`config.mk`:
```
export PLATFORM = sky130hd
export DESIGN_NAME = humidity_temp_frame_decoder
export DESIGN_NICKNAME = d
export VERILOG_FILES = /design/src/hdl/htfd_pkg.sv /design/src/hdl/htfd_frame.sv /design/src/hdl/htfd_convert.sv /design/src/hdl/humidity_temp_frame_decoder.sv
export SDC_FILE = /design/constraint.sdc
export NUM_CORES = 1
export LEC_CHECK = 0
export BUFFER_PORTS_ARGS = -buffer_cell sky130_fd_sc_hd__buf_2
export CAP_MARGIN = 25
export CORE_MARGIN = 2
export CORE_UTILIZATION = 55
export DETAILED_ROUTE_END_ITERATION = 16
export HOLD_SLACK_MARGIN = 0.03
export PLACE_DENSITY_LB_ADDON = 0.12
export SYNTH_ARGS = -nofsm -noshare
export SYNTH_HDL_FRONTEND = slang
export SYNTH_SLANG_ARGS = --single-unit
```
`constraint.sdc`:
```
create_clock -name clk -period 7.85 [get_ports clk]
set_input_delay 0 -clock clk [delete_from_list [all_inputs] [get_ports clk]]
set_output_delay 0 -clock clk [all_outputs]
set_load 0.05 [all_outputs]
```
`src/hdl/htfd_pkg.sv`:
```
`default_nettype none
package htfd_pkg;

	localparam logic [7:0] CRC_POLY = 8'h31;
	localparam logic [7:0] CRC_INIT = 8'hFF;

	localparam logic [1:0] STATUS_OK      = 2'd0;
	localparam logic [1:0] STATUS_BUS_ERR = 2'd1;
	localparam logic [1:0] STATUS_CRC_ERR = 2'd2;

	localparam int PROD_W = 31;

	localparam logic [14:0] TEMP_SCALE  = 15'd17500;
	localparam logic [14:0] HUM_SCALE   = 15'd12500;
	localparam logic [14:0] TEMP_OFFSET = 15'd4500;
	localparam logic [13:0] HUM_OFFSET  = 14'd600;
	localparam logic [13:0] HUM_MAX     = 14'd10000;

	typedef struct packed {
		logic [1:0]        status;
		logic [15:0]       temp_raw;
		logic [15:0]       hum_raw;
		logic [PROD_W-1:0] temp_prod;
		logic [PROD_W-1:0] hum_prod;
	} frame_res_t;

	function automatic logic [7:0] crc_byte(input logic [7:0] crc, input logic [7:0] b);
		logic [7:0] c;
		c = crc ^ b;
		for (int i = 0; i < 8; i++) begin
			if (c[7]) begin
				c = {c[6:0], 1'b0} ^ CRC_POLY;
			end else begin
				c = {c[6:0], 1'b0};
			end
		end
		return c;
	endfunction

	// Floor of p / 65535 for p below 2**31: one estimate and one correction.
	function automatic logic [14:0] div_65535(input logic [PROD_W-1:0] p);
		logic [14:0] q0;
		logic [16:0] rem;
		q0 = p[PROD_W-1:16];
		rem = {1'b0, p[15:0]} + {2'b00, q0};
		return q0 + ((rem >= 17'd65535) ? 15'd1 : 15'd0);
	endfunction

endpackage
`default_nettype wire

```
`src/hdl/htfd_frame.sv`:
```
`default_nettype none
module htfd_frame (
	input  wire logic               clk,
	input  wire logic               arst_n,
	input  wire logic               step,
	input  wire logic               adv,
	input  wire logic [7:0]         rx_byte,
	input  wire logic               bus_error,
	output logic                    res_valid_s2,
	output htfd_pkg::frame_res_t    res_s2
);
	import htfd_pkg::*;

	localparam logic [2:0] POS_T_MSB = 3'd0;
	localparam logic [2:0] POS_T_LSB = 3'd1;
	localparam logic [2:0] POS_T_CRC = 3'd2;
	localparam logic [2:0] POS_H_MSB = 3'd3;
	localparam logic [2:0] POS_H_LSB = 3'd4;
	localparam logic [2:0] POS_H_CRC = 3'd5;

	logic [2:0]  pos_q, pos_d, pos_eff;
	logic [7:0]  crc_q, crc_d, crc_next;
	logic [15:0] tword_q, tword_d;
	logic [15:0] hword_q, hword_d;
	logic        fail_q, fail_d;
	logic [15:0] good_t_q, good_t_d;
	logic [15:0] good_h_q, good_h_d;
	logic        emit;
	logic [1:0]  status;

	assign crc_next = crc_byte(crc_q, rx_byte);

	always_comb begin
		pos_eff  = (pos_q > POS_H_CRC) ? POS_T_MSB : pos_q;
		pos_d    = pos_eff + 3'd1;
		crc_d    = crc_q;
		tword_d  = tword_q;
		hword_d  = hword_q;
		fail_d   = fail_q;
		good_t_d = good_t_q;
		good_h_d = good_h_q;
		emit     = 1'b0;
		status   = STATUS_OK;
		if (bus_error) begin
			pos_d   = POS_T_MSB;
			crc_d   = CRC_INIT;
			fail_d  = 1'b0;
			tword_d = '0;
			hword_d = '0;
			emit    = 1'b1;
			status  = STATUS_BUS_ERR;
		end else begin
			case (pos_eff)
				POS_T_MSB: begin
					tword_d = {rx_byte, 8'h00};
					crc_d   = crc_next;
				end
				POS_T_LSB: begin
					tword_d = {tword_q[15:8], rx_byte};
					crc_d   = crc_next;
				end
				POS_T_CRC: begin
					if (crc_q != rx_byte) begin
						fail_d = 1'b1;
					end
					crc_d = CRC_INIT;
				end
				POS_H_MSB: begin
					hword_d = {rx_byte, 8'h00};
					crc_d   = crc_next;
				end
				POS_H_LSB: begin
					hword_d = {hword_q[15:8], rx_byte};
					crc_d   = crc_next;
				end
				default: begin
					emit = 1'b1;
					if (fail_q || (crc_q != rx_byte)) begin
						status = STATUS_CRC_ERR;
					end else begin
						status   = STATUS_OK;
						good_t_d = tword_q;
						good_h_d = hword_q;
					end
					pos_d  = POS_T_MSB;
					crc_d  = CRC_INIT;
					fail_d = 1'b0;
				end
			endcase
		end
	end

	always_ff @(posedge clk or negedge arst_n) begin
		if (!arst_n) begin
			pos_q    <= POS_T_MSB;
			crc_q    <= CRC_INIT;
			tword_q  <= '0;
			hword_q  <= '0;
			fail_q   <= 1'b0;
			good_t_q <= '0;
			good_h_q <= '0;
		end else if (step) begin
			pos_q    <= pos_d;
			crc_q    <= crc_d;
			tword_q  <= tword_d;
			hword_q  <= hword_d;
			fail_q   <= fail_d;
			good_t_q <= good_t_d;
			good_h_q <= good_h_d;
		end
	end

	always_ff @(posedge clk or negedge arst_n) begin
		if (!arst_n) begin
			res_valid_s2 <= 1'b0;
		end else if (adv) begin
			res_valid_s2 <= step && emit;
		end
	end

	always_ff @(posedge clk) begin
		if (step && emit) begin
			res_s2.status    <= status;
			res_s2.temp_raw  <= good_t_d;
			res_s2.hum_raw   <= good_h_d;
			res_s2.temp_prod <= {15'd0, good_t_d} * {16'd0, TEMP_SCALE};
			res_s2.hum_prod  <= {15'd0, good_h_d} * {16'd0, HUM_SCALE};
		end
	end

endmodule
`default_nettype wire

```
`src/hdl/htfd_convert.sv`:
```
`default_nettype none
module htfd_convert (
	input  wire logic                 clk,
	input  wire logic                 arst_n,
	input  wire logic                 res_valid_s2,
	input  wire htfd_pkg::frame_res_t res_s2,
	input  wire logic                 out_ready,
	output logic                      adv,
	output logic                      out_valid,
	output logic [1:0]                status,
	output logic [15:0]               temperature_raw,
	output logic [15:0]               humidity_raw,
	output logic signed [14:0]        temperature_centi,
	output logic [13:0]               humidity_centi
);
	import htfd_pkg::*;

	logic [14:0] tq;
	logic [14:0] hq;
	logic [13:0] hum_c;

	assign adv = !out_valid || out_ready;
	assign tq  = div_65535(res_s2.temp_prod);
	assign hq  = div_65535(res_s2.hum_prod);

	always_comb begin
		if (hq < {1'b0, HUM_OFFSET}) begin
			hum_c = '0;
		end else if (hq - {1'b0, HUM_OFFSET} > {1'b0, HUM_MAX}) begin
			hum_c = HUM_MAX;
		end else begin
			hum_c = 14'(hq - {1'b0, HUM_OFFSET});
		end
	end

	always_ff @(posedge clk or negedge arst_n) begin
		if (!arst_n) begin
			out_valid <= 1'b0;
		end else if (adv) begin
			out_valid <= res_valid_s2;
		end
	end

	always_ff @(posedge clk) begin
		if (adv && res_valid_s2) begin
			status            <= res_s2.status;
			temperature_raw   <= res_s2.temp_raw;
			humidity_raw      <= res_s2.hum_raw;
			temperature_centi <= signed'(tq - TEMP_OFFSET);
			humidity_centi    <= hum_c;
		end
	end

endmodule
`default_nettype wire

```
`src/hdl/humidity_temp_frame_decoder.sv`:
```
// Path: an input byte is registered in s1, its frame result in res_s2, then the output register.
// Throughput: one byte per cycle unless out_ready stalls the output; CRC logic is combinational.
// One result follows each sixth frame byte and each bus-error byte, others give none.
// Reset clears the frame position, words and last good values and sets the CRC to
// its initial value; results before a good frame report -4500 and 0 as converted values.
`default_nettype none
module humidity_temp_frame_decoder (
	input  wire logic               clk,
	input  wire logic               arst_n,
	input  wire logic               in_valid,
	output logic                    in_ready,
	input  wire logic [7:0]         rx_byte,
	input  wire logic               bus_error,
	output logic                    out_valid,
	input  wire logic               out_ready,
	output logic [1:0]              status,
	output logic [15:0]             temperature_raw,
	output logic [15:0]             humidity_raw,
	output logic signed [14:0]      temperature_centi,
	output logic [13:0]             humidity_centi
);
	import htfd_pkg::*;

	logic        valid_s1;
	logic [7:0]  rx_byte_s1;
	logic        bus_error_s1;
	logic        adv_out;
	logic        adv_s2;
	logic        step;
	logic        res_valid_s2;
	frame_res_t  res_s2;

	assign adv_s2   = !res_valid_s2 || adv_out;
	assign step     = valid_s1 && adv_s2;
	assign in_ready = !valid_s1 || adv_s2;

	always_ff @(posedge clk or negedge arst_n) begin
		if (!arst_n) begin
			valid_s1 <= 1'b0;
		end else if (in_ready) begin
			valid_s1 <= in_valid;
		end
	end

	always_ff @(posedge clk) begin
		if (in_ready && in_valid) begin
			rx_byte_s1   <= rx_byte;
			bus_error_s1 <= bus_error;
		end
	end

	htfd_frame u_frame (
		.clk          (clk),
		.arst_n       (arst_n),
		.step         (step),
		.adv          (adv_s2),
		.rx_byte      (rx_byte_s1),
		.bus_error    (bus_error_s1),
		.res_valid_s2 (res_valid_s2),
		.res_s2       (res_s2)
	);

	htfd_convert u_convert (
		.clk               (clk),
		.arst_n            (arst_n),
		.res_valid_s2      (res_valid_s2),
		.res_s2            (res_s2),
		.out_ready         (out_ready),
		.adv               (adv_out),
		.out_valid         (out_valid),
		.status            (status),
		.temperature_raw   (temperature_raw),
		.humidity_raw      (humidity_raw),
		.temperature_centi (temperature_centi),
		.humidity_centi    (humidity_centi)
	);

endmodule
`default_nettype wire
```
==> qor.yml <==
hold_path_class: "in -> reg"
crit_type: "reg -> reg"
synth_cell_type_count: 84
synth.cell_area_mm2: 0.01708
ys_ff_latch: 239
routed_via_density: 5.372
drt_iter0_markers: 495
cts_tree: "yes"
vias: 11160
drv_cap: 0
ant_nets: 0
dpl.hpwl_um: 26330
yosys.area.top_type: "edfxtp_1"
dr.pass1.iters: 4
synth-seq-area-share: 0.3976
p_leak_nw: 9.702
area_growth_pct: 11.93
finClkSkew_ps: 14.94
synth.avg_cell_area_um2: 11.09
finalNetCount: 1997
post-synth-top-area-fraction: 0.2813
status: "completed"
required_ps: 8140
worst_slack_ps: 801.6
period_share: 0.8979
core_area_mm2: 0.03059
finalHoldViolations: 0
synth_warnings: 0
grt.overflow.total: 0
drc_errors: 0
cts_made_buffers: 28
synth_ff_type: "edfxtp_1"
fin_setup_tns_ps: 0
dieArea_mm2: 0.03248
cts.reportedPaths.clkPinSlew_ps: 60
cts_sinks: 239
worstSetupStartpointType: "register"
totalWireLength_um: 34170
grt_max_degree: 80
drv_slew: 0
grt_pass1_wl_um: 56550
start_util: 0.5584
cts_hold_buf: 13
grt_pass1_vias: 11220
pre_cts_slack_ps: 860.9
tightestPinTransition_ps: 1033
synth-edff-count: 160
peakVddDrop_v: 0.0002344
die_w_um: 180.2
syn_nets: 1877
period_minus_slack_ps: 7048
async_flop_share: 0.3305
fillers: 2537
place_congestion: 0.8671
endpoint_kind: "register"
setup_viol: 0
drive_above_1_share: 0.1118
clk_latency_ps: 540
wire_per_inst_um: 16.45
p_per_area_mw_per_mm2: 216.0
antenna_found_initial: 0
fmax_ghz: 0.1419
grtUsageTotal: 0.2127
die_y_um: 180.2
io_buffers: 77
syn_inst: 1540
grt_setup_unrepaired: "no"
cts_post_setup_buffers_inserted: 0
rows: 64
yosys-top-cells-area: "edfxtp_1 28%, ha_1 17%, fa_1 11%"
slew_headroom: 0.3056
io_pins: 78
clockBufferDepth: 3
worstPathArrival_ps: 7340
diodes: 0
cts.htree.levels: 1
cp_max_fo: 40
cts_root_buf: "clkbuf_16"
ctsResizeCount: 0
[worst max-delay path, cell delays in order (launching register included)]
cell,delay (ps)
edfxtp_1,510
xnor2_1,400
nand4_1,140
nor3_1,190
nand4_1,150
nand3b_1,200
buf_4,290
mux2i_1,430
inv_1,220
ha_1,330
inv_1,50
fa_1,500
inv_1,40
ha_1,280
ha_1,290
inv_1,60
fa_1,530
inv_1,70
ha_1,300
a211oi_1,90
o21ai_0,320
a41oi_1,240
o21a_1,280
o311a_1,400
nand4b_1,180
nand2_1,80
a21oi_1,70
xnor2_1,120
[registers in the layout, summed over array words and instances, names as in the netlist]
| name | cells |
|---|---|
| u_convert.temperature_raw | 16 |
| u_frame.good_t_q | 16 |
| rx_byte_s1 | 8 |
| u_frame.pos_q | 3 |
| bus_error_s1 | 1 |
| u_convert.humidity_centi | 14 |
| u_frame.good_h_q | 16 |
| u_frame.tword_q | 16 |
| u_frame.res_s2 | 88 |
| u_frame.fail_q | 1 |
| u_frame.hword_q | 16 |
| valid_s1 | 1 |
| u_frame.res_valid_s2 | 1 |
| u_convert.status | 2 |
| u_convert.temperature_centi | 15 |
| u_convert.humidity_raw | 16 |
| u_convert.out_valid | 1 |
| u_frame.crc_q | 8 |
[power breakdown]
| part | switching (mW) | internal, mW |
|---|---|---|
| Sequential | 0.132 | 1.63 |
| Combinational | 0.722 | 0.362 |
| Clock | 0.508 | 0.777 |
| Total | 1.36 | 2.77 |
[worst paths after layout]
check / from / to / slack (ps) / cells after the start
hold reg to reg: u_frame.res_s2[72] / u_convert.humidity_raw[10] / 410 / 0
setup / recovery: rx_byte_s1[2] / u_frame.res_s2[60] / 800 / 27
hold / removal: rx_byte[6] / rx_byte_s1[6] / 170 / 2
min in group asynchronous: arst_n / valid_s1 / 360 / 3
setup reg to reg: rx_byte_s1[2] / u_frame.res_s2[60] / 800 / 27
max in group asynchronous: arst_n / u_frame.crc_q[0] / 6890 / 4
[layout by cell type, fill, tap and decap left out, types with 63 or more instances in the layout]
cell type,count
a21oi_1,68
buf_2,76
dfrtp_1,71
edfxtp_1,160
fa_1,91
ha_1,233
inv_1,246
nand2_1,121
o21ai_0,63
xnor2_1,75
[cells by family (layout without fill, tap and decap cells)]
kind of cell,Yosys count,after routing,share of synthesized area
flops,239,239,0.3976
compound gates,264,264,0.1024
fa+ha+maj,324,324,0.2773
buf+inv,272,413,0.06080
simple gates,309,309,0.08886
xor+xnor,103,103,0.05501
mux,29,29,0.01795
[stage by stage]
stage / std cells / util / hold slack, ps / power, mW / area (um2)
2_1_floorplan: 1540 / - / -295.6 / 2.605 / 17080
3_3_place_gp: 2010 / 0.5891 / 177.5 / 2.845 / 18020
3_5_place_dp: 2010 / 0.5891 / 178.1 / 2.862 / 18020
4_1_cts: 2074 / 0.6235 / 155.2 / 4.162 / 19070
5_1_grt: 2077 / 0.6250 / 166.4 / 4.336 / 19120
6_report: 2077 / 0.6250 / 173.8 / 4.130 / 19120
[per-layer routing]
layer | GRT usage | wire length (um)
met5 | 0 | 0
met3 | 0.02728 | 1174
met4 | 0.05452 | 803
met2 | 0.3322 | 15060
met1 | 0.3161 | 17130
[final cells by class]
type / instances / area (um2) / area share
multi-input combinational: 1029 / 9251 / 0.4839
sequential: 239 / 6792 / 0.3552
inverter: 247 / 928.4 / 0.04856
clock buffer: 30 / 739.5 / 0.03868
timing repair buffer: 115 / 728.2 / 0.03809
tap: 396 / 495.5 / 0.02592
clock inverter: 21 / 183.9 / 0.009620
[synth_stat cells, types with 11 or more instances]
cell type  count
a21o_1        22
nand3_1       21
xnor2_1       75
inv_1        247
xor2_1        26
fa_1          91
o21ai_0       63
mux2i_1       16
edfxtp_1     160
a21oi_1       68
ha_1         233
a22o_1        27
clkbuf_1      17
nor3_1        20
nor2_1        59
nand4_1       11
nand2b_1      11
dfrtp_1       71
nor2b_1       12
nand2_1      121
Note: power is estimated with default switching activity, not from simulation.
